--- config.mk ---
export PLATFORM = sky130hd
export DESIGN_NAME = hufd_ctrl_flat
export DESIGN_NICKNAME = d
export VERILOG_FILES = /design/src/rtl/core/hufd_pkg.sv /design/src/rtl/core/hufd_req_if.sv /design/src/rtl/core/hufd_ctrl.sv /design/src/flat_wrapper.sv
export SDC_FILE = /design/constraint.sdc
export NUM_CORES = 1
export LEC_CHECK = 0
export ABC_AREA = 1
export BUFFER_PORTS_ARGS = -buffer_cell sky130_fd_sc_hd__buf_4
export CORE_ASPECT_RATIO = 1.2
export CORE_MARGIN = 1
export CORE_UTILIZATION = 45
export DETAILED_ROUTE_END_ITERATION = 8
export PLACE_DENSITY = 0.72
export SLEW_MARGIN = 20
export SYNTH_ARGS = -nofsm -noshare
export SYNTH_HDL_FRONTEND = slang
export SYNTH_SLANG_ARGS = --single-unit
--- constraint.sdc ---
create_clock -name clk -period 4.7 [get_ports clk]
set_clock_uncertainty 0.15 [all_clocks]
set_input_delay 1.41 -clock clk [delete_from_list [all_inputs] [get_ports clk]]
set_output_delay 1.41 -clock clk [all_outputs]
set_load 0.01 [all_outputs]
--- src/rtl/core/hufd_pkg.sv ---
package hufd_pkg;

    localparam logic [1:0] FUNC_LOAD   = 2'd0;
    localparam logic [1:0] FUNC_DECODE = 2'd1;
    localparam logic [1:0] FUNC_CLEAR  = 2'd2;

    localparam logic [1:0] ST_OK      = 2'd0;
    localparam logic [1:0] ST_MISSING = 2'd1;
    localparam logic [1:0] ST_FULL    = 2'd2;

    localparam int SYM_W = 8;

    typedef struct packed {
        logic             done;
        logic             symbol_valid;
        logic [SYM_W-1:0] decoded_symbol;
        logic [1:0]       status;
    } res_t;

endpackage

--- src/rtl/core/hufd_req_if.sv ---
interface hufd_req_if;
    logic        valid;
    logic        ready;
    logic [1:0]  func;
    logic [7:0]  symbol;
    logic [15:0] code_bits;
    logic [4:0]  code_length;
    logic        stream_bit;

    modport source (
        output valid, func, symbol, code_bits, code_length, stream_bit,
        input  ready
    );

    modport sink (
        input  valid, func, symbol, code_bits, code_length, stream_bit,
        output ready
    );
endinterface

--- src/rtl/core/hufd_ctrl.sv ---
module hufd_ctrl #(
    parameter int MAX_NODES    = 512,
    parameter int MAX_CODE_LEN = 16,
    localparam int NODE_W  = $clog2(MAX_NODES),
    localparam int ENTRY_W = 2 * NODE_W + hufd_pkg::SYM_W
) (
    input  logic                clk,
    input  logic                rst_n,
    hufd_req_if.sink            req,
    input  logic                out_free,
    output hufd_pkg::res_t      res,
    output logic                wr_en,
    output logic [NODE_W-1:0]   wr_addr,
    output logic [ENTRY_W-1:0]  wr_data,
    output logic                rd_en,
    output logic [NODE_W-1:0]   rd_addr,
    input  logic [ENTRY_W-1:0]  rd_data
);

    localparam int USED_W     = $clog2(MAX_NODES + 1);
    localparam int IDX_W      = (MAX_CODE_LEN > 16) ? 5 : 4;
    localparam int CODE_EXT_W = 1 << IDX_W;
    localparam int CNT_W      = IDX_W + 1;
    localparam int SYM_W      = hufd_pkg::SYM_W;

    typedef enum logic [8:0] {
        S_INIT     = 9'b000000001,
        S_IDLE     = 9'b000000010,
        S_LD_STEP  = 9'b000000100,
        S_LD_NEW   = 9'b000001000,
        S_DC_CUR   = 9'b000010000,
        S_DC_CHILD = 9'b000100000,
        S_RESULT   = 9'b001000000,
        S_SPARE_A  = 9'b010000000,
        S_SPARE_B  = 9'b100000000
    } state_t;

    state_t                 state_reg, state_next;
    logic [USED_W-1:0]      used_reg, used_next;
    logic [NODE_W-1:0]      cur_reg, cur_next;
    logic [NODE_W-1:0]      node_reg, node_next;
    logic [NODE_W-1:0]      child_reg, child_next;
    logic [CNT_W-1:0]       cnt_reg, cnt_next;
    logic [CODE_EXT_W-1:0]  code_reg, code_next;
    logic [SYM_W-1:0]       sym_reg, sym_next;
    logic                   bit_reg, bit_next;
    logic [ENTRY_W-1:0]     entry_reg, entry_next;
    logic                   fresh_reg, fresh_next;
    logic                   rvalid_reg, rvalid_next;
    logic [SYM_W-1:0]       rsym_reg, rsym_next;
    logic [1:0]             rstat_reg, rstat_next;

    logic [ENTRY_W-1:0]     entry;
    logic [NODE_W-1:0]      ent_left;
    logic [NODE_W-1:0]      ent_right;
    logic [SYM_W-1:0]       ent_sym;
    logic [CNT_W-1:0]       cnt_dec;
    logic                   code_bit;
    logic [NODE_W-1:0]      ld_child;
    logic [NODE_W-1:0]      dc_child;
    logic [5:0]             len_ext;
    logic [CNT_W-1:0]       len_cap;
    logic                   pool_full;

    assign entry     = fresh_reg ? rd_data : entry_reg;
    assign ent_left  = entry[ENTRY_W-1 -: NODE_W];
    assign ent_right = entry[SYM_W +: NODE_W];
    assign ent_sym   = entry[SYM_W-1:0];
    assign cnt_dec   = cnt_reg - CNT_W'(1);
    assign code_bit  = code_reg[cnt_dec[IDX_W-1:0]];
    assign ld_child  = code_bit ? ent_right : ent_left;
    assign dc_child  = bit_reg ? ent_right : ent_left;
    assign len_ext   = 6'(req.code_length);
    assign len_cap   = (len_ext > 6'(MAX_CODE_LEN)) ? CNT_W'(MAX_CODE_LEN)
                                                     : CNT_W'(req.code_length);
    assign pool_full = (used_reg == USED_W'(MAX_NODES));

    assign req.ready = (state_reg == S_IDLE);

    assign res.done           = (state_reg == S_RESULT) && out_free;
    assign res.symbol_valid   = rvalid_reg;
    assign res.decoded_symbol = rsym_reg;
    assign res.status         = rstat_reg;

    always_comb
    begin
        state_next  = state_reg;
        used_next   = used_reg;
        cur_next    = cur_reg;
        node_next   = node_reg;
        child_next  = child_reg;
        cnt_next    = cnt_reg;
        code_next   = code_reg;
        sym_next    = sym_reg;
        bit_next    = bit_reg;
        entry_next  = entry_reg;
        fresh_next  = fresh_reg;
        rvalid_next = rvalid_reg;
        rsym_next   = rsym_reg;
        rstat_next  = rstat_reg;
        wr_en       = 1'b0;
        wr_addr     = '0;
        wr_data     = '0;
        rd_en       = 1'b0;
        rd_addr     = '0;

        case (state_reg)
            S_INIT:
            begin
                wr_en      = 1'b1;
                state_next = S_IDLE;
            end
            S_IDLE:
            begin
                if (req.valid)
                begin
                    rvalid_next = 1'b0;
                    rsym_next   = '0;
                    rstat_next  = hufd_pkg::ST_OK;
                    case (req.func)
                        hufd_pkg::FUNC_LOAD:
                        begin
                            node_next  = '0;
                            cnt_next   = len_cap;
                            code_next  = CODE_EXT_W'(req.code_bits);
                            sym_next   = req.symbol;
                            rd_en      = 1'b1;
                            fresh_next = 1'b1;
                            state_next = S_LD_STEP;
                        end
                        hufd_pkg::FUNC_DECODE:
                        begin
                            bit_next   = req.stream_bit;
                            rd_en      = 1'b1;
                            rd_addr    = cur_reg;
                            fresh_next = 1'b1;
                            state_next = S_DC_CUR;
                        end
                        hufd_pkg::FUNC_CLEAR:
                        begin
                            wr_en      = 1'b1;
                            used_next  = USED_W'(1);
                            cur_next   = '0;
                            state_next = S_RESULT;
                        end
                        default:
                        begin
                            state_next = S_RESULT;
                        end
                    endcase
                end
            end
            S_LD_STEP:
            begin
                if (cnt_reg == '0)
                begin
                    wr_en      = 1'b1;
                    wr_addr    = node_reg;
                    wr_data    = {ent_left, ent_right, sym_reg};
                    state_next = S_RESULT;
                end
                else if (ld_child != '0)
                begin
                    node_next  = ld_child;
                    cnt_next   = cnt_dec;
                    rd_en      = 1'b1;
                    rd_addr    = ld_child;
                    fresh_next = 1'b1;
                end
                else if (pool_full)
                begin
                    rstat_next = hufd_pkg::ST_FULL;
                    state_next = S_RESULT;
                end
                else
                begin
                    wr_en   = 1'b1;
                    wr_addr = node_reg;
                    if (code_bit)
                    begin
                        wr_data = {ent_left, used_reg[NODE_W-1:0], ent_sym};
                    end
                    else
                    begin
                        wr_data = {used_reg[NODE_W-1:0], ent_right, ent_sym};
                    end
                    state_next = S_LD_NEW;
                end
            end
            S_LD_NEW:
            begin
                wr_en      = 1'b1;
                wr_addr    = used_reg[NODE_W-1:0];
                node_next  = used_reg[NODE_W-1:0];
                used_next  = used_reg + USED_W'(1);
                cnt_next   = cnt_dec;
                entry_next = '0;
                fresh_next = 1'b0;
                state_next = S_LD_STEP;
            end
            S_DC_CUR:
            begin
                if (dc_child == '0)
                begin
                    rstat_next = hufd_pkg::ST_MISSING;
                    cur_next   = '0;
                    state_next = S_RESULT;
                end
                else
                begin
                    child_next = dc_child;
                    rd_en      = 1'b1;
                    rd_addr    = dc_child;
                    state_next = S_DC_CHILD;
                end
            end
            S_DC_CHILD:
            begin
                if ((ent_left == '0) && (ent_right == '0))
                begin
                    rvalid_next = 1'b1;
                    rsym_next   = ent_sym;
                    cur_next    = '0;
                end
                else
                begin
                    cur_next = child_reg;
                end
                state_next = S_RESULT;
            end
            S_RESULT:
            begin
                if (out_free)
                begin
                    state_next = S_IDLE;
                end
            end
            default:
            begin
                state_next = S_IDLE;
            end
        endcase
    end

    always_ff @(posedge clk or negedge rst_n)
    begin
        if (!rst_n)
        begin
            state_reg <= S_INIT;
            used_reg  <= USED_W'(1);
            cur_reg   <= '0;
        end
        else
        begin
            state_reg <= state_next;
            used_reg  <= used_next;
            cur_reg   <= cur_next;
        end
    end

    always_ff @(posedge clk)
    begin
        node_reg   <= node_next;
        child_reg  <= child_next;
        cnt_reg    <= cnt_next;
        code_reg   <= code_next;
        sym_reg    <= sym_next;
        bit_reg    <= bit_next;
        entry_reg  <= entry_next;
        fresh_reg  <= fresh_next;
        rvalid_reg <= rvalid_next;
        rsym_reg   <= rsym_next;
        rstat_reg  <= rstat_next;
    end

endmodule

--- src/flat_wrapper.sv ---
// flat-port wrapper written by rule: the top's interface ports become plain ports
module hufd_ctrl_flat 
#(
    parameter int MAX_NODES    = 512,
    parameter int MAX_CODE_LEN = 16,
    localparam int NODE_W  = $clog2(MAX_NODES),
    localparam int ENTRY_W = 2 * NODE_W + hufd_pkg::SYM_W
)
  (clk, rst_n, out_free, res, wr_en, wr_addr, wr_data, rd_en, rd_addr, rd_data, req_valid, req_func, req_symbol, req_code_bits, req_code_length, req_stream_bit, req_ready);
  hufd_req_if req_i ();
  input  logic clk;
  input  logic rst_n;
  input  logic out_free;
  output hufd_pkg::res_t res;
  output logic wr_en;
  output logic [NODE_W-1:0] wr_addr;
  output logic [ENTRY_W-1:0] wr_data;
  output logic rd_en;
  output logic [NODE_W-1:0] rd_addr;
  input  logic [ENTRY_W-1:0] rd_data;
  input wire logic [$bits(req_i.valid)-1:0] req_valid;
  input wire logic [$bits(req_i.func)-1:0] req_func;
  input wire logic [$bits(req_i.symbol)-1:0] req_symbol;
  input wire logic [$bits(req_i.code_bits)-1:0] req_code_bits;
  input wire logic [$bits(req_i.code_length)-1:0] req_code_length;
  input wire logic [$bits(req_i.stream_bit)-1:0] req_stream_bit;
  output wire logic [$bits(req_i.ready)-1:0] req_ready;
  assign req_i.valid = req_valid;
  assign req_i.func = req_func;
  assign req_i.symbol = req_symbol;
  assign req_i.code_bits = req_code_bits;
  assign req_i.code_length = req_code_length;
  assign req_i.stream_bit = req_stream_bit;
  assign req_ready = req_i.ready;
  hufd_ctrl #(.MAX_NODES(MAX_NODES), .MAX_CODE_LEN(MAX_CODE_LEN)) u_core (.clk(clk), .rst_n(rst_n), .req(req_i), .out_free(out_free), .res(res), .wr_en(wr_en), .wr_addr(wr_addr), .wr_data(wr_data), .rd_en(rd_en), .rd_addr(rd_addr), .rd_data(rd_data));
endmodule
# Yosys cells after proc, flatten, opt, wreduce, memory -nomap -nowiden
# Index checks and enable logic that the tools add are counted.
dict set report word_totals {
  rom_bits 0
  input_bits 62
  memories 0
  ram_bits 0
  register_bits 88
  wordCells 141
  latchBits 0
}
dict set report op_classes {
  multipliers 0
  n_shift 0
  muxes 76
  n_eq_ne 22
  addsub 2
  reduce_logical 25
  order_cmp 2
  n_div 0
  bitwise_logic 1
}
# operator count
set ops {}
lappend ops {{two-way mux 9 bit} 22}
lappend ops {{two-way mux 26 bit} 6}
lappend ops {{one-hot mux 9 bit (3 select lines)} 3}
lappend ops {{one-hot mux 9 bit (6 select lines)} 1}
lappend ops {{zero test 9 bit} 3}
lappend ops {{two-way mux 5 bit} 5}
lappend ops {{two-way mux 10 bit} 2}
lappend ops {{one-hot mux 10 bit (2 select lines)} 1}
lappend ops {{one-hot mux 9 bit (2 select lines)} 1}
lappend ops {{two-way mux 1 bit} 17}
lappend ops {{two-way mux 8 bit} 2}
lappend ops {{one-hot mux 8 bit (2 select lines)} 1}
lappend ops {{one-hot mux 5 bit (3 select lines)} 1}
lappend ops {{AND reduction 3 bit} 5}
lappend ops {{two-way mux 7 bit} 2}
lappend ops {{one-hot mux 7 bit (2 select lines)} 1}
lappend ops {{inequality test 2 x 1 -> 1 bit (second input constant)} 6}
lappend ops {{adder 10 x 1 -> 10 bit (second input constant)} 1}
lappend ops {{== test 10 bit (second input constant)} 1}
lappend ops {{two-way mux 2 bit} 5}
lappend ops {{inequality test 2 bit (second input constant)} 5}
lappend ops {{AND reduction 5 bit} 2}
lappend ops {{== test 9 x 1 -> 1 bit (second input constant)} 1}
lappend ops {{== test 9 x 2 -> 1 bit (second input constant)} 1}
lappend ops {{26 further kinds} 33}

# Longest topological paths before layout
# Gate-level depths: netlist of run 1.
dict set report depth {
  depth_word 8
  mapped_depth 19
  mapped_depth_nobuf 17
}

# Worst setup path after synthesis of run 1
# Ideal clock, no wire load.
dict set report synth_timing {
  path_type {input-to-output}
  startpoint {in rd_data[9]}
  endpoint {out rd_addr[7]}
  path_buffers 0
  t_required_ns 3.140
  slack_ns 0.419
  path_stages 11
  arrival_ns 2.721
  cell_sequence {nand2_1 > inv_1 > o21ai_0 > inv_1 > nor3_1 > nand3_1 > nand2_1 > inv_1 > nand2_1 > o21ai_0 > o21bai_1}
}
dict set report synth_between {
  elab_cells_between_ends 9
  classes_between {mux (7); reduce/logical (2)}
}
# element line
set synth_lines {}
lappend synth_lines {{start, declared} flat_wrapper.sv:20} ;# input logic [ENTRY_W-1:0] rd_data;
lappend synth_lines {{two-way mux 26 bit} hufd_ctrl.sv:65} ;# assign entry = fresh_reg ? rd_data : entry_reg;
lappend synth_lines {{two-way mux 9 bit} hufd_ctrl.sv:72} ;# assign dc_child = bit_reg ? ent_right : ent_left;
lappend synth_lines {{net u_core.dc_child[1]} hufd_ctrl.sv:60} ;# logic [NODE_W-1:0] dc_child;
lappend synth_lines {{zero test 9 bit} hufd_ctrl.sv:203} ;# if (dc_child == '0)
lappend synth_lines {{two-way mux 9 bit} hufd_ctrl.sv:203}
lappend synth_lines {{one-hot mux 9 bit (3 select lines)} hufd_ctrl.sv:107} ;# case (state_reg)
lappend synth_lines {{end, declared} flat_wrapper.sv:19} ;# output logic [NODE_W-1:0] rd_addr;
# The timed path passes the listed nets, and every way through them passes these cells.

# Worst setup path in the final report of run 1
dict set report layout_timing {
  startpoint {in rd_data[25]}
  endpoint {out rd_addr[1]}
}
# The elaborated chain is that of the path after synthesis.

==> reports/results.ini, run 1 <==
[run_status]
status = finished clean

[floorplan]
ioPinCount = 121
coreArea_um2 = 11190
die_h_um = 120.0
rows = 42
initial_utilization = 0.4668
dieArea_um2 = 12050
die_w_um = 100.4

[critical_path]
critPathArrivalTime_ps = 3040
r2r_start = u_core.cnt_reg[1]$_DFFE_PP_
crit_path_cell_trace = buf_4 -> nand2_1 -> o21ai_0 -> nor3_1 -> nand3_1 -> nand2_1 -> buf_4 -> o22ai_1 -> o21bai_1 -> buf_4
crit_slowest_cell = o21ai_0
worstSetupPathType = input pin to output pin
cp-end-kind = output pin
critPathLaunchType = input pin
cp-startpoint = rd_data[25]
regToRegSetupSlack_ps = 1370
r2r_cells = 14
required_ps = 3140
cp_num_buf_inv = 3
crit_fanout = 5
cp_top_family = compound AO/OA/AOI/OAI gates
r2r-end = u_core.node_reg[0]$_DFFE_PP_
cpPeakStageDelay_ps = 550
crit_top_cell = buf_4

[timing]
final_hold_viol_count = 0
setup_violations = 0
drv_slew = 0
fmax_ghz = 0.2173
relSlewSlack = 0.3586
rsz0062_at_grt = yes
fin_crit_ps = 4602
finalCritPeriodShare = 0.9792
holdWs_ps = 304.9
tightest_slew_ps = 949.6

[hold_path]
hold_path_depth = 2
hold_path.class = register to register
min_to = u_core.cur_reg[5]$_DFFE_PN0P_
hold_start = u_core.child_reg[5]$_DFFE_PP_

[power]
power.total_mw = 3.041
p_per_area_nw_per_um2 = 443.4
peakVddDrop_mv = 0.1948
p_leak_nw = 3.250

[synth]
synth_edf_count = 60
synth.distinct_cells = 41
yosysTopAreaCellShare = 0.3448
synth_nets = 717
ys_top_cells_by_area = edfxtp_1 34%, nand2_1 15%, dfrtp_1 11%, inv_1 5.9%, o21ai_0 5.2%
synth-seq-area-share = 0.4698
synth.avg_cell_area_um2 = 8.026
synth_warnings = 0
syn_inst = 651
syn_area_um2 = 5225
synth_area_leader_cell = edfxtp_1
synth_seq_cells = 86
ys.flop_type = edfxtp_1
synthArstFlopShare = 0.3023

[global_route]
track_usage = 0.2830
grt_overflow_total = 0
antenna_found_initial = 0
grt_pass1_wl_um = 25740
first_global_vias = 4966
grt_max_degree = 27

[cells_and_area]
diodes = 0
stdcell_area_um2 = 6859
multiInputGateArea_um2 = 2415
seq_area_um2 = 2455
instances_no_fill = 952
drive_above_1_share = 0.2757
nets = 859
fill_cells = 981
largest_reg_flops = 16
post-route-util = 0.6128
areaGrowthSynthToFinish_pct = 31.27

[place]
portBuffers = 120
dpl.cell_count = 929
post_dp_cell_area_um2 = 6419
place_congestion = 0.8942
dp_hpwl_um = 12370

[flow_run]
maxCapViolCount = 0

[cts]
insertion_delay_ps = 340
cts_buffer_depth = 2
h-tree-depth = 3
cts.sinks = 86
cts.clk_slew.worst_paths_ps = 70
cts_made_buffers = 9
tritoncts = yes
ctsRootBufferMaster = clkbuf_16

[detailed_routing]
antenna_left = 0
route.detailed.drc = 0
wl_per_cell_um = 17.77
dr.pass1.iters = 5
vias = 5262
wl_um = 16920
drt_iter0_drc = 510
viasPerCell = 5.527

## layer usage
| metal | routed length [µm] | up-vias | track usage |
|---|---|---|---|
| met4 | 440 | 0 | 0.09420 |
| met5 | 0 | - | 0 |
| li1 | - | 2449 | - |
| met2 | 8107 | 291 | 0.4473 |
| met1 | 6882 | 2477 | 0.3936 |
| met3 | 1490 | 45 | 0.04718 |
## metrics by stage
stage,setup TNS (ps),worst slack [ps]
after floorplan,0,418.5
after global placement,0,20.61
after detailed placement,-59.57,-39.65
after CTS,0,3.819
after global routing,-16.10,-16.10
final,0,97.97
## synth_stat cells, types with 2 or more instances
library cell,number
a21oi_1,9
buf_2,5
buf_4,2
buf_6,5
clkbuf_1,10
dfrtp_1,24
dfstp_2,2
edfxtp_1,60
ha_1,4
inv_1,82
inv_2,4
nand2_1,203
nand2_2,7
nand2_4,2
nand3_1,39
nand3_2,3
nand3_4,3
nand3b_1,26
nand4_1,10
nor2_1,37
nor2_2,6
nor2_4,3
nor3_1,13
nor4_1,7
nor4_4,2
o21ai_0,54
o21ai_1,4
o21bai_1,5
o221ai_1,3
o22ai_1,4
xor2_1,3
## report_power, final
group / internal, mW / switching (mW) / total (mW)
Combinational: 0.443 / 0.789 / 1.23
Sequential: 0.939 / 0.0940 / 1.03
Clock: 0.466 / 0.310 / 0.776
Total: 1.85 / 1.19 / 3.04
## cell type report
cell class              count  share of cell area
clock buffers              10             0.03338
clock inverters             6             0.01259
inverters                  86             0.04706
multi-input cells         459              0.3521
flip-flops and latches     86              0.3579
well taps                 154             0.02809
repair buffers            151              0.1689
## worst min-delay path: stages (launching register included)
cell and delay, ps:
edfxtp_1 330, nand2_1 50, o21ai_0 50
## cells by family after synthesis
group / synth area share
XOR/XNOR: 0.005030
other: 0.0007177
adder cells (fa/ha/maj): 0.009579
buffers and inverters: 0.08812
AO/OA/AOI/OAI: 0.09172
flip-flops: 0.4698
AND/OR/NAND/NOR: 0.3350
## what timing repair did
| item | 4_1_cts | 5_1_grt |
|---|---|---|
| cloned | 0 | 3 |
| gates resized for setup | 1 | 20 |
| hold endpoints to repair | 0 | 0 |
| setup buffers | 0 | 4 |
| setup endpoints to repair | 2 | 41 |
| pin swaps | 0 | 4 |
| hold buffers | 0 | 0 |
## cells in the final DEF, fill, tap and decap left out, drive strengths merged
cell	synthesis	routed
inv	86	87
o211ai	1	1
nand4	10	10
or2	1	1
o21ai	58	58
ha	4	4
dfrtp	24	24
conb	1	1
o41ai	1	1
nor2	46	46
nand3b	26	26
nor3	14	14
o21bai	5	5
bufinv	0	2
clkinv	0	2
dfstp	2	2
clkbuf	10	10
clkinvlp	0	1
xor2	3	3
a41oi	1	1
a31oi	1	1
o22ai	4	4
buf	13	151
nand2	212	214
o311ai	1	1
o221ai	3	3
o2111ai	1	1
nand3	45	46
nor4	9	9
edfxtp	60	60
a21oi	9	9
## worst max path at each step
stage,cells past startpoint,slack [ps],end
floorplan,11,420,rd_addr[7]
global placement,13,20,rd_addr[1]
detailed placement,13,-40,rd_addr[1]
CTS,15,4,rd_addr[2]
global route,14,-20,rd_addr[7]
finish,10,100,rd_addr[1]
Power figures use the tool's default switching activity.
==> inputs of run 2 (changes only) <==
--- a/config.mk
+++ b/config.mk
@@ -5,13 +5,13 @@
 export SDC_FILE = /design/constraint.sdc
 export NUM_CORES = 1
 export LEC_CHECK = 0
-export ABC_AREA = 1
+export ABC_AREA = 0
 export BUFFER_PORTS_ARGS = -buffer_cell sky130_fd_sc_hd__buf_4
 export CORE_ASPECT_RATIO = 1.2
 export CORE_MARGIN = 1
-export CORE_UTILIZATION = 45
+export CORE_UTILIZATION = 26
 export DETAILED_ROUTE_END_ITERATION = 8
-export PLACE_DENSITY = 0.72
+export PLACE_DENSITY = 0.48
 export SLEW_MARGIN = 20
 export SYNTH_ARGS = -nofsm -noshare
 export SYNTH_HDL_FRONTEND = slang
==> run 2 against run 1 <==
The run now ends with design-rule violations left. Register-to-register slack improved by 250 ps. Non-clock buffer count fell by 5. Cell count fell by 14%. Critical path type unchanged. First-iteration DRC count fell by 57%. Critical path depth fell by 2. Via count fell by 23%. Fmax fell by 0.10%. Combinational power fell by 78%. Flip-flop and latch count did not move. Wire length fell by 12%. Final area fell by 6.5%.
==> reports/results.ini, run 2 <==
[critical_path]
crit_top_cell = buf_4  ; unchanged
worstSetupPathType = input pin to output pin  ; unchanged
r2r_cells = 10  ; was 14
critPathArrivalTime_ps = 3050  ; was 3040 ps
r2r_start = u_core.cnt_reg[0]$_DFFE_PP_  ; was u_core.cnt_reg[1]$_DFFE_PP_
cp_top_family = buffers and inverters  ; was compound AO/OA/AOI/OAI gates
r2r-end = u_core.node_reg[6]$_DFFE_PP_  ; was u_core.node_reg[0]$_DFFE_PP_
critPathLaunchType = input pin  ; unchanged
required_ps = 3140  ; about the same
cp_num_buf_inv = 4  ; was 3
crit_path_cell_trace = buf_4 -> nor4_4 -> buf_4 -> a31oi_1 -> buf_4 -> mux2_2 -> a211o_1 -> buf_4  ; was buf_4 -> nand2_1 -> o21ai_0 -> nor3_1 -> nand3_1 -> nand2_1 -> buf_4 -> o22ai_1 -> o21bai_1 -> buf_4
crit_slowest_cell = mux2_2  ; was o21ai_0
crit_fanout = 11  ; was 5
cpPeakStageDelay_ps = 360  ; was 550 ps
regToRegSetupSlack_ps = 1620  ; was 1370 ps
cp-end-kind = output pin  ; unchanged

[detailed_routing]
viasPerCell = 5.005  ; was 5.527
antenna_left = 0  ; unchanged
drt_iter0_drc = 217  ; was 510
wl_um = 14860  ; was 16920 µm
wl_per_cell_um = 18.26  ; was 17.77 µm
route.detailed.drc = 4  ; was 0
vias = 4074  ; was 5262
dr.pass1.iters = 6  ; was 5

[power]
p_leak_nw = 2.648  ; was 3.250 nW
peakVddDrop_mv = 0.1490  ; was 0.1948 mV
p_per_area_nw_per_um2 = 304.1  ; was 443.4 nW/µm²

[floorplan]
rows = 53  ; was 42
initial_utilization = 0.2682  ; was 0.4668
die_h_um = 150.0  ; was 120.0 µm
ioPinCount = 121  ; unchanged
die_w_um = 125.4  ; was 100.4 µm
dieArea_um2 = 18810  ; was 12050 µm²
coreArea_um2 = 17710  ; was 11190 µm²

[synth]
synth_commonest_cells = 60 x edfxtp_1, 59 x nand2_1, 33 x nor2_1  ; was 203 x nand2_1, 82 x inv_1, 60 x edfxtp_1
synth_area_leader_cell = edfxtp_1  ; unchanged
synth_nets = 522  ; was 717
synth.distinct_cells = 60  ; was 41
synth_edf_count = 60  ; unchanged
synth-seq-area-share = 0.5170  ; was 0.4698
yosysMostFrequentCell = edfxtp_1  ; was nand2_1
synth_warnings = 0  ; unchanged
yosysTopAreaCellShare = 0.3794  ; was 0.3448
synth_seq_cells = 86  ; unchanged
ys.flop_type = edfxtp_1  ; unchanged
synthArstFlopShare = 0.3023  ; unchanged
synth.avg_cell_area_um2 = 10.41  ; was 8.026 µm²
syn_inst = 456  ; was 651
ys_top_cells_by_area = edfxtp_1 38%, dfrtp_1 13%, mux2i_1 6.1%, nand2_1 4.7%, o21ai_0 3.4%  ; was edfxtp_1 34%, nand2_1 15%, dfrtp_1 11%, inv_1 5.9%, o21ai_0 5.2%
syn_area_um2 = 4748  ; was 5225 µm²

[timing]
setup_violations = 0  ; unchanged
finalCritPeriodShare = 0.9802  ; was 0.9792
relSlewSlack = 0.4095  ; was 0.3586
final_hold_viol_count = 0  ; unchanged
tightest_slew_ps = 885.8  ; was 949.6 ps
fmax_ghz = 0.2171  ; was 0.2173 GHz
drv_slew = 0  ; unchanged
fin_crit_ps = 4607  ; was 4602 ps
setup_slack_ps = 93.15  ; was 97.97 ps
holdWs_ps = 321.3  ; was 304.9 ps

[global_route]
first_global_vias = 4186  ; was 4966
grt_pass1_wl_um = 22910  ; was 25740 µm
grt_max_degree = 27  ; unchanged
grt_overflow_total = 0  ; unchanged
track_usage = 0.1614  ; was 0.2830
antenna_found_initial = 0  ; unchanged

[cells_and_area]
multiInputGateArea_um2 = 2197  ; was 2415 µm²
nets = 655  ; was 859
largest_reg_flops = 16  ; unchanged
final_cell_mix = 145 x buf_4, 60 x edfxtp_1, 59 x nand2_1, 33 x nor2_1, 30 x o21ai_0  ; was 200 x nand2_1, 149 x buf_4, 80 x inv_1, 60 x edfxtp_1, 49 x o21ai_0
seq_area_um2 = 2455  ; unchanged
layout_commonest_cell = buf_4  ; was nand2_1
fill_cells = 1771  ; was 981
areaGrowthSynthToFinish_pct = 35.02  ; was 31.27%
drive_above_1_share = 0.3131  ; was 0.2757
diodes = 0  ; unchanged

[place]
portBuffers = 120  ; unchanged
place_congestion = 0.8252  ; was 0.8942
pre_cts_ws_ps = 15.66  ; was -39.65 ps
dp_hpwl_um = 11280  ; was 12370 µm

[cts]
ctsRootBufferMaster = clkbuf_16  ; unchanged
h-tree-depth = 3  ; unchanged
cts.sinks = 86  ; unchanged
cts.clk_slew.worst_paths_ps = 60  ; was 70 ps
insertion_delay_ps = 350  ; was 340 ps
cts_made_buffers = 9  ; unchanged
tritoncts = yes  ; unchanged
postCtsHoldBufs = 0  ; unchanged
cts_buffer_depth = 2  ; unchanged

[hold_path]
hold_path.class = register to register  ; unchanged
hold_start = u_core.child_reg[2]$_DFFE_PP_  ; was u_core.child_reg[5]$_DFFE_PP_
hold_path_depth = 1  ; was 2
min_to = u_core.cur_reg[2]$_DFFE_PN0P_  ; was u_core.cur_reg[5]$_DFFE_PN0P_

[run_status]
status = complete, but fails checks  ; was finished clean
violations = design-rule violations

[flow_run]
maxCapViolCount = 0  ; unchanged

==> run 2: changes by cell type after synthesis, moves of 8 or more <==
cell,previous run,this run
a32o_1,0,9
o21ai_0,54,32
o211ai_1,1,9
inv_1,82,17
a22o_1,0,9
nand3_1,39,17
o2bb2ai_1,0,10
nand3b_1,26,4
nand2_1,203,59
mux2i_1,0,29
a22oi_1,0,10
and3_1,0,14
nand4_1,10,1
==> run 2: layout make-up <==
cell class | count | area share
clock inverters | 5 | 0.01171
multi-input cells | 328 | 0.3427
clock buffers | 11 | 0.03630
well taps | 220 | 0.04294
inverters | 18 | 0.01054
flip-flops and latches | 86 | 0.3829
repair buffers | 146 | 0.1729
==> run 2: power by group <==
group	total [mW]	internal, mW	switching [mW]
sequential	0.919	0.858	0.0614
clock	0.756	0.463	0.293
combinational	0.275	0.132	0.143
==> run 2: cells by family (layout without fill, tap and decap cells) <==
kind of cell / Yosys count / count (layout) / synth area share
compound gates: 107 / 107 / 0.1610
flops: 86 / 86 / 0.5170
buf+inv: 42 / 180 / 0.03715
xor+xnor: 9 / 9 / 0.01660
other cells: 1 / 1 / 0.0007898
fa+ha+maj: 4 / 4 / 0.01054
mux: 31 / 31 / 0.06588
simple gates: 176 / 176 / 0.1910
==> run 2: per-stage QoR <==
| step | total power [mW] | cells | util | area, µm² | setup TNS (ps) |
|---|---|---|---|---|---|
| final | 1.949 | 814 | 0.3621 | 6411 | 0 |
| after global routing | 2.033 | 814 | 0.3621 | 6411 | -2.767 |
| after CTS | 1.964 | 812 | 0.3587 | 6351 | 0 |
| after detailed placement | 1.197 | 796 | 0.3397 | 6015 | 0 |
| after global placement | 1.196 | 796 | 0.3397 | 6015 | 0 |
| after floorplan | 1.052 | 456 | - | 4748 | 0 |
==> run 2: how the worst max path moves through the flow <==
stage	start	end	slack [ps]	depth (start not counted)
6_report	rd_data[10]	rd_en	90	8
5_1_grt	u_core.cnt_reg[0]$_DFFE_PP_	wr_data[16]	-3	11
4_1_cts	u_core.cnt_reg[0]$_DFFE_PP_	rd_en	10	9
3_5_place_dp	rd_data[10]	wr_data[23]	20	9
3_3_place_gp	rd_data[19]	rd_addr[0]	7	9
2_1_floorplan	rd_data[10]	wr_data[10]	170	6
==> run 2: routing by layer <==
| layer | up-vias | track usage | wire (µm) |
|---|---|---|---|
| met2 | 112 | 0.2863 | 7602 |
| met1 | 1982 | 0.1928 | 6436 |
| met3 | 14 | 0.03039 | 619 |
| met4 | 0 | 0.06402 | 204 |
| met5 | - | 0 | 0 |
| li1 | 1966 | - | - |
==> run 2: what timing repair did <==
action | CTS | global route
resized for setup | 4 | 11
gates cloned | 0 | 0
setup buffers | 0 | 2
pin swaps | 0 | 1
setup endpoints to repair | 34 | 42
==> inputs of run 3 (changes only) <==
--- a/config.mk
+++ b/config.mk
@@ -11,7 +11,6 @@
 export CORE_MARGIN = 1
 export CORE_UTILIZATION = 26
 export DETAILED_ROUTE_END_ITERATION = 8
-export PLACE_DENSITY = 0.48
 export SLEW_MARGIN = 20
 export SYNTH_ARGS = -nofsm -noshare
 export SYNTH_HDL_FRONTEND = slang
==> run 3 against run 2 <==
The flow still finishes with violations (design-rule violations). Fmax is essentially flat. Hold slack gained 4.2 ps. Register-to-register slack lost 40 ps. Critical path depth is the same. Final area grew 0.59%. Non-clock buffer count shrank 4. Total power grew 1.1%. Clock power grew 3.8%. Via count grew 0.49%. First-iteration DRC count grew 29%. Largest cell class unchanged.
==> reports/results.ini, run 3 (synthesis gave the netlist of run 2 again) <==
[hold_path]
hold_start = u_core.child_reg[0]$_DFFE_PP_  ; was u_core.child_reg[2]$_DFFE_PP_
hold_path.class = register to register  ; unchanged
hold_path_depth = 1  ; unchanged
min_to = u_core.cur_reg[0]$_DFFE_PN0P_  ; was u_core.cur_reg[2]$_DFFE_PN0P_

[detailed_routing]
antenna_left = 0  ; unchanged
wl_um = 14060  ; was 14860 µm
dr.pass1.iters = 7  ; was 6
vias = 4094  ; was 4074
route.detailed.drc = 4  ; unchanged
wl_per_cell_um = 17.36  ; was 18.26 µm
drt_iter0_drc = 279  ; was 217
viasPerCell = 5.054  ; was 5.005

[run_status]
violations = design-rule violations  ; unchanged
status = complete, but fails checks  ; unchanged

[floorplan]
die_w_um = 125.4  ; unchanged
ioPinCount = 121  ; unchanged
dieArea_um2 = 18810  ; unchanged
coreArea_um2 = 17710  ; unchanged
die_h_um = 150.0  ; unchanged
rows = 53  ; unchanged
initial_utilization = 0.2682  ; unchanged

[timing]
fin_crit_ps = 4607  ; about the same
drv_slew = 0  ; unchanged
finalCritPeriodShare = 0.9801  ; was 0.9802
setup_violations = 0  ; unchanged
fin_tns_setup_ps = 0  ; unchanged
fmax_ghz = 0.2171  ; about the same
tightest_slew_ps = 862.5  ; was 885.8 ps
final_hold_viol_count = 0  ; unchanged
rsz0062_at_grt = yes
relSlewSlack = 0.4250  ; was 0.4095

[critical_path]
r2r-end = u_core.node_reg[7]$_DFFE_PP_  ; was u_core.node_reg[6]$_DFFE_PP_
regToRegSetupSlack_ps = 1580  ; was 1620 ps
r2r_cells = 7  ; was 10
r2r_start = u_core.cnt_reg[2]$_DFFE_PP_  ; was u_core.cnt_reg[0]$_DFFE_PP_
critPathLaunchType = input pin  ; unchanged
cp-end-kind = output pin  ; unchanged
required_ps = 3140  ; about the same
critPathArrivalTime_ps = 3050  ; about the same
crit_fanout = 11  ; unchanged
worstSetupPathType = input pin to output pin  ; unchanged

[cells_and_area]
final_cell_mix = 141 x buf_4, 60 x edfxtp_1, 59 x nand2_1, 33 x nor2_1, 32 x o21ai_0  ; was 145 x buf_4, 60 x edfxtp_1, 59 x nand2_1, 33 x nor2_1, 30 x o21ai_0
areaGrowthSynthToFinish_pct = 35.81  ; was 35.02%
largest_reg_flops = 16  ; unchanged
diodes = 0  ; unchanged
drive_above_1_share = 0.3237  ; was 0.3131
layout_commonest_cell = buf_4  ; unchanged
nets = 651  ; was 655

[power]
p_leak_nw = 2.666  ; was 2.648 nW
p_per_area_nw_per_um2 = 305.6  ; was 304.1 nW/µm²
peakVddDrop_mv = 0.1553  ; was 0.1490 mV
power.total_mw = 1.971  ; was 1.949 mW

[cts]
cts_made_buffers = 9  ; unchanged
ctsRootBufferMaster = clkbuf_16  ; unchanged
h-tree-depth = 3  ; unchanged
cts_buffer_depth = 2  ; unchanged
insertion_delay_ps = 340  ; was 350 ps
tritoncts = yes  ; unchanged
postCtsHoldBufs = 0  ; unchanged
cts.sinks = 86  ; unchanged
cts.clk_slew.worst_paths_ps = 60  ; about the same

[place]
place_congestion = 0.8435  ; was 0.8252
dp_hpwl_um = 10910  ; was 11280 µm
portBuffers = 120  ; unchanged

[flow_run]
maxCapViolCount = 0  ; unchanged

[global_route]
grt_pass1_wl_um = 21580  ; was 22910 µm
grt_overflow_total = 0  ; unchanged
antenna_found_initial = 0  ; unchanged
grt_max_degree = 27  ; unchanged
first_global_vias = 4047  ; was 4186
track_usage = 0.1498  ; was 0.1614

-- run 3: cell count changes in the layout (fill, tap and decap cells not counted), sizes merged --
cell / change
buf: -4
clkbuf: -2
clkinv: -1
inv: +3
-- run 3: metrics by stage --
| step | hold slack [ps] | area (µm²) | setup WS, ps | cells | util |
|---|---|---|---|---|---|
| after floorplan | 299.0 | 4748 | 170.8 | 456 | - |
| after global placement | 301.0 | 5972 | -150.8 | 792 | 0.3373 |
| after detailed placement | 314.7 | 5972 | -128.3 | 792 | 0.3373 |
| after CTS | 328.4 | 6361 | 43.07 | 809 | 0.3593 |
| after global routing | 343.5 | 6449 | -18.35 | 810 | 0.3642 |
| final | 325.5 | 6449 | 93.47 | 810 | 0.3642 |
-- run 3: worst max-delay path: stages --
cell	delay (ps)
buf_4	130
nor4_4	300
buf_4	170
a31oi_1	90
buf_4	160
mux2_4	310
a211o_1	300
buf_4	150
-- run 3: layer usage --
| layer | share of wire | wire, µm | global-route usage |
|---|---|---|---|
| met2 | 0.52 | 7265 | 0.2701 |
| met3 | 0.059 | 836 | 0.03468 |
| met5 | 0 | 0 | 0 |
| met1 | 0.40 | 5576 | 0.1700 |
| met4 | 0.027 | 380 | 0.06280 |
-- run 3: power breakdown --
| part | switching (mW) | internal [mW] |
|---|---|---|
| combinational | 0.143 | 0.126 |
| sequential | 0.0603 | 0.857 |
| clock | 0.311 | 0.474 |
| total | 0.514 | 1.46 |
-- run 3: layout make-up --
| class | count | area [µm²] |
|---|---|---|
| Clock buffer | 9 | 225.2 |
| Tap cell | 220 | 275.3 |
| Fill cell | 1700 | 11260 |
| Clock inverter | 7 | 105.1 |
| Multi-Input combinational cell | 328 | 2251 |
| Sequential cell | 86 | 2455 |
| Timing Repair Buffer | 142 | 1070 |
| Inverter | 18 | 67.56 |
-- run 3: worst max path at each step --
stage	from	endpoint	slack, ps	cells after the start
finish	rd_data[10]	rd_en	90	8
global route	u_core.cnt_reg[0]$_DFFE_PP_	wr_addr[6]	-20	11
CTS	rd_data[10]	wr_data[24]	40	10
detailed placement	rd_data[10]	wr_data[22]	-130	10
global placement	rd_data[10]	wr_data[22]	-150	10
floorplan	rd_data[10]	wr_data[10]	170	6
-- run 3: what timing repair did --
item	4_1_cts	5_1_grt
setup endpoints to repair	44	36
resized for setup	8	14
buffers inserted	1	1
pin swaps	0	5
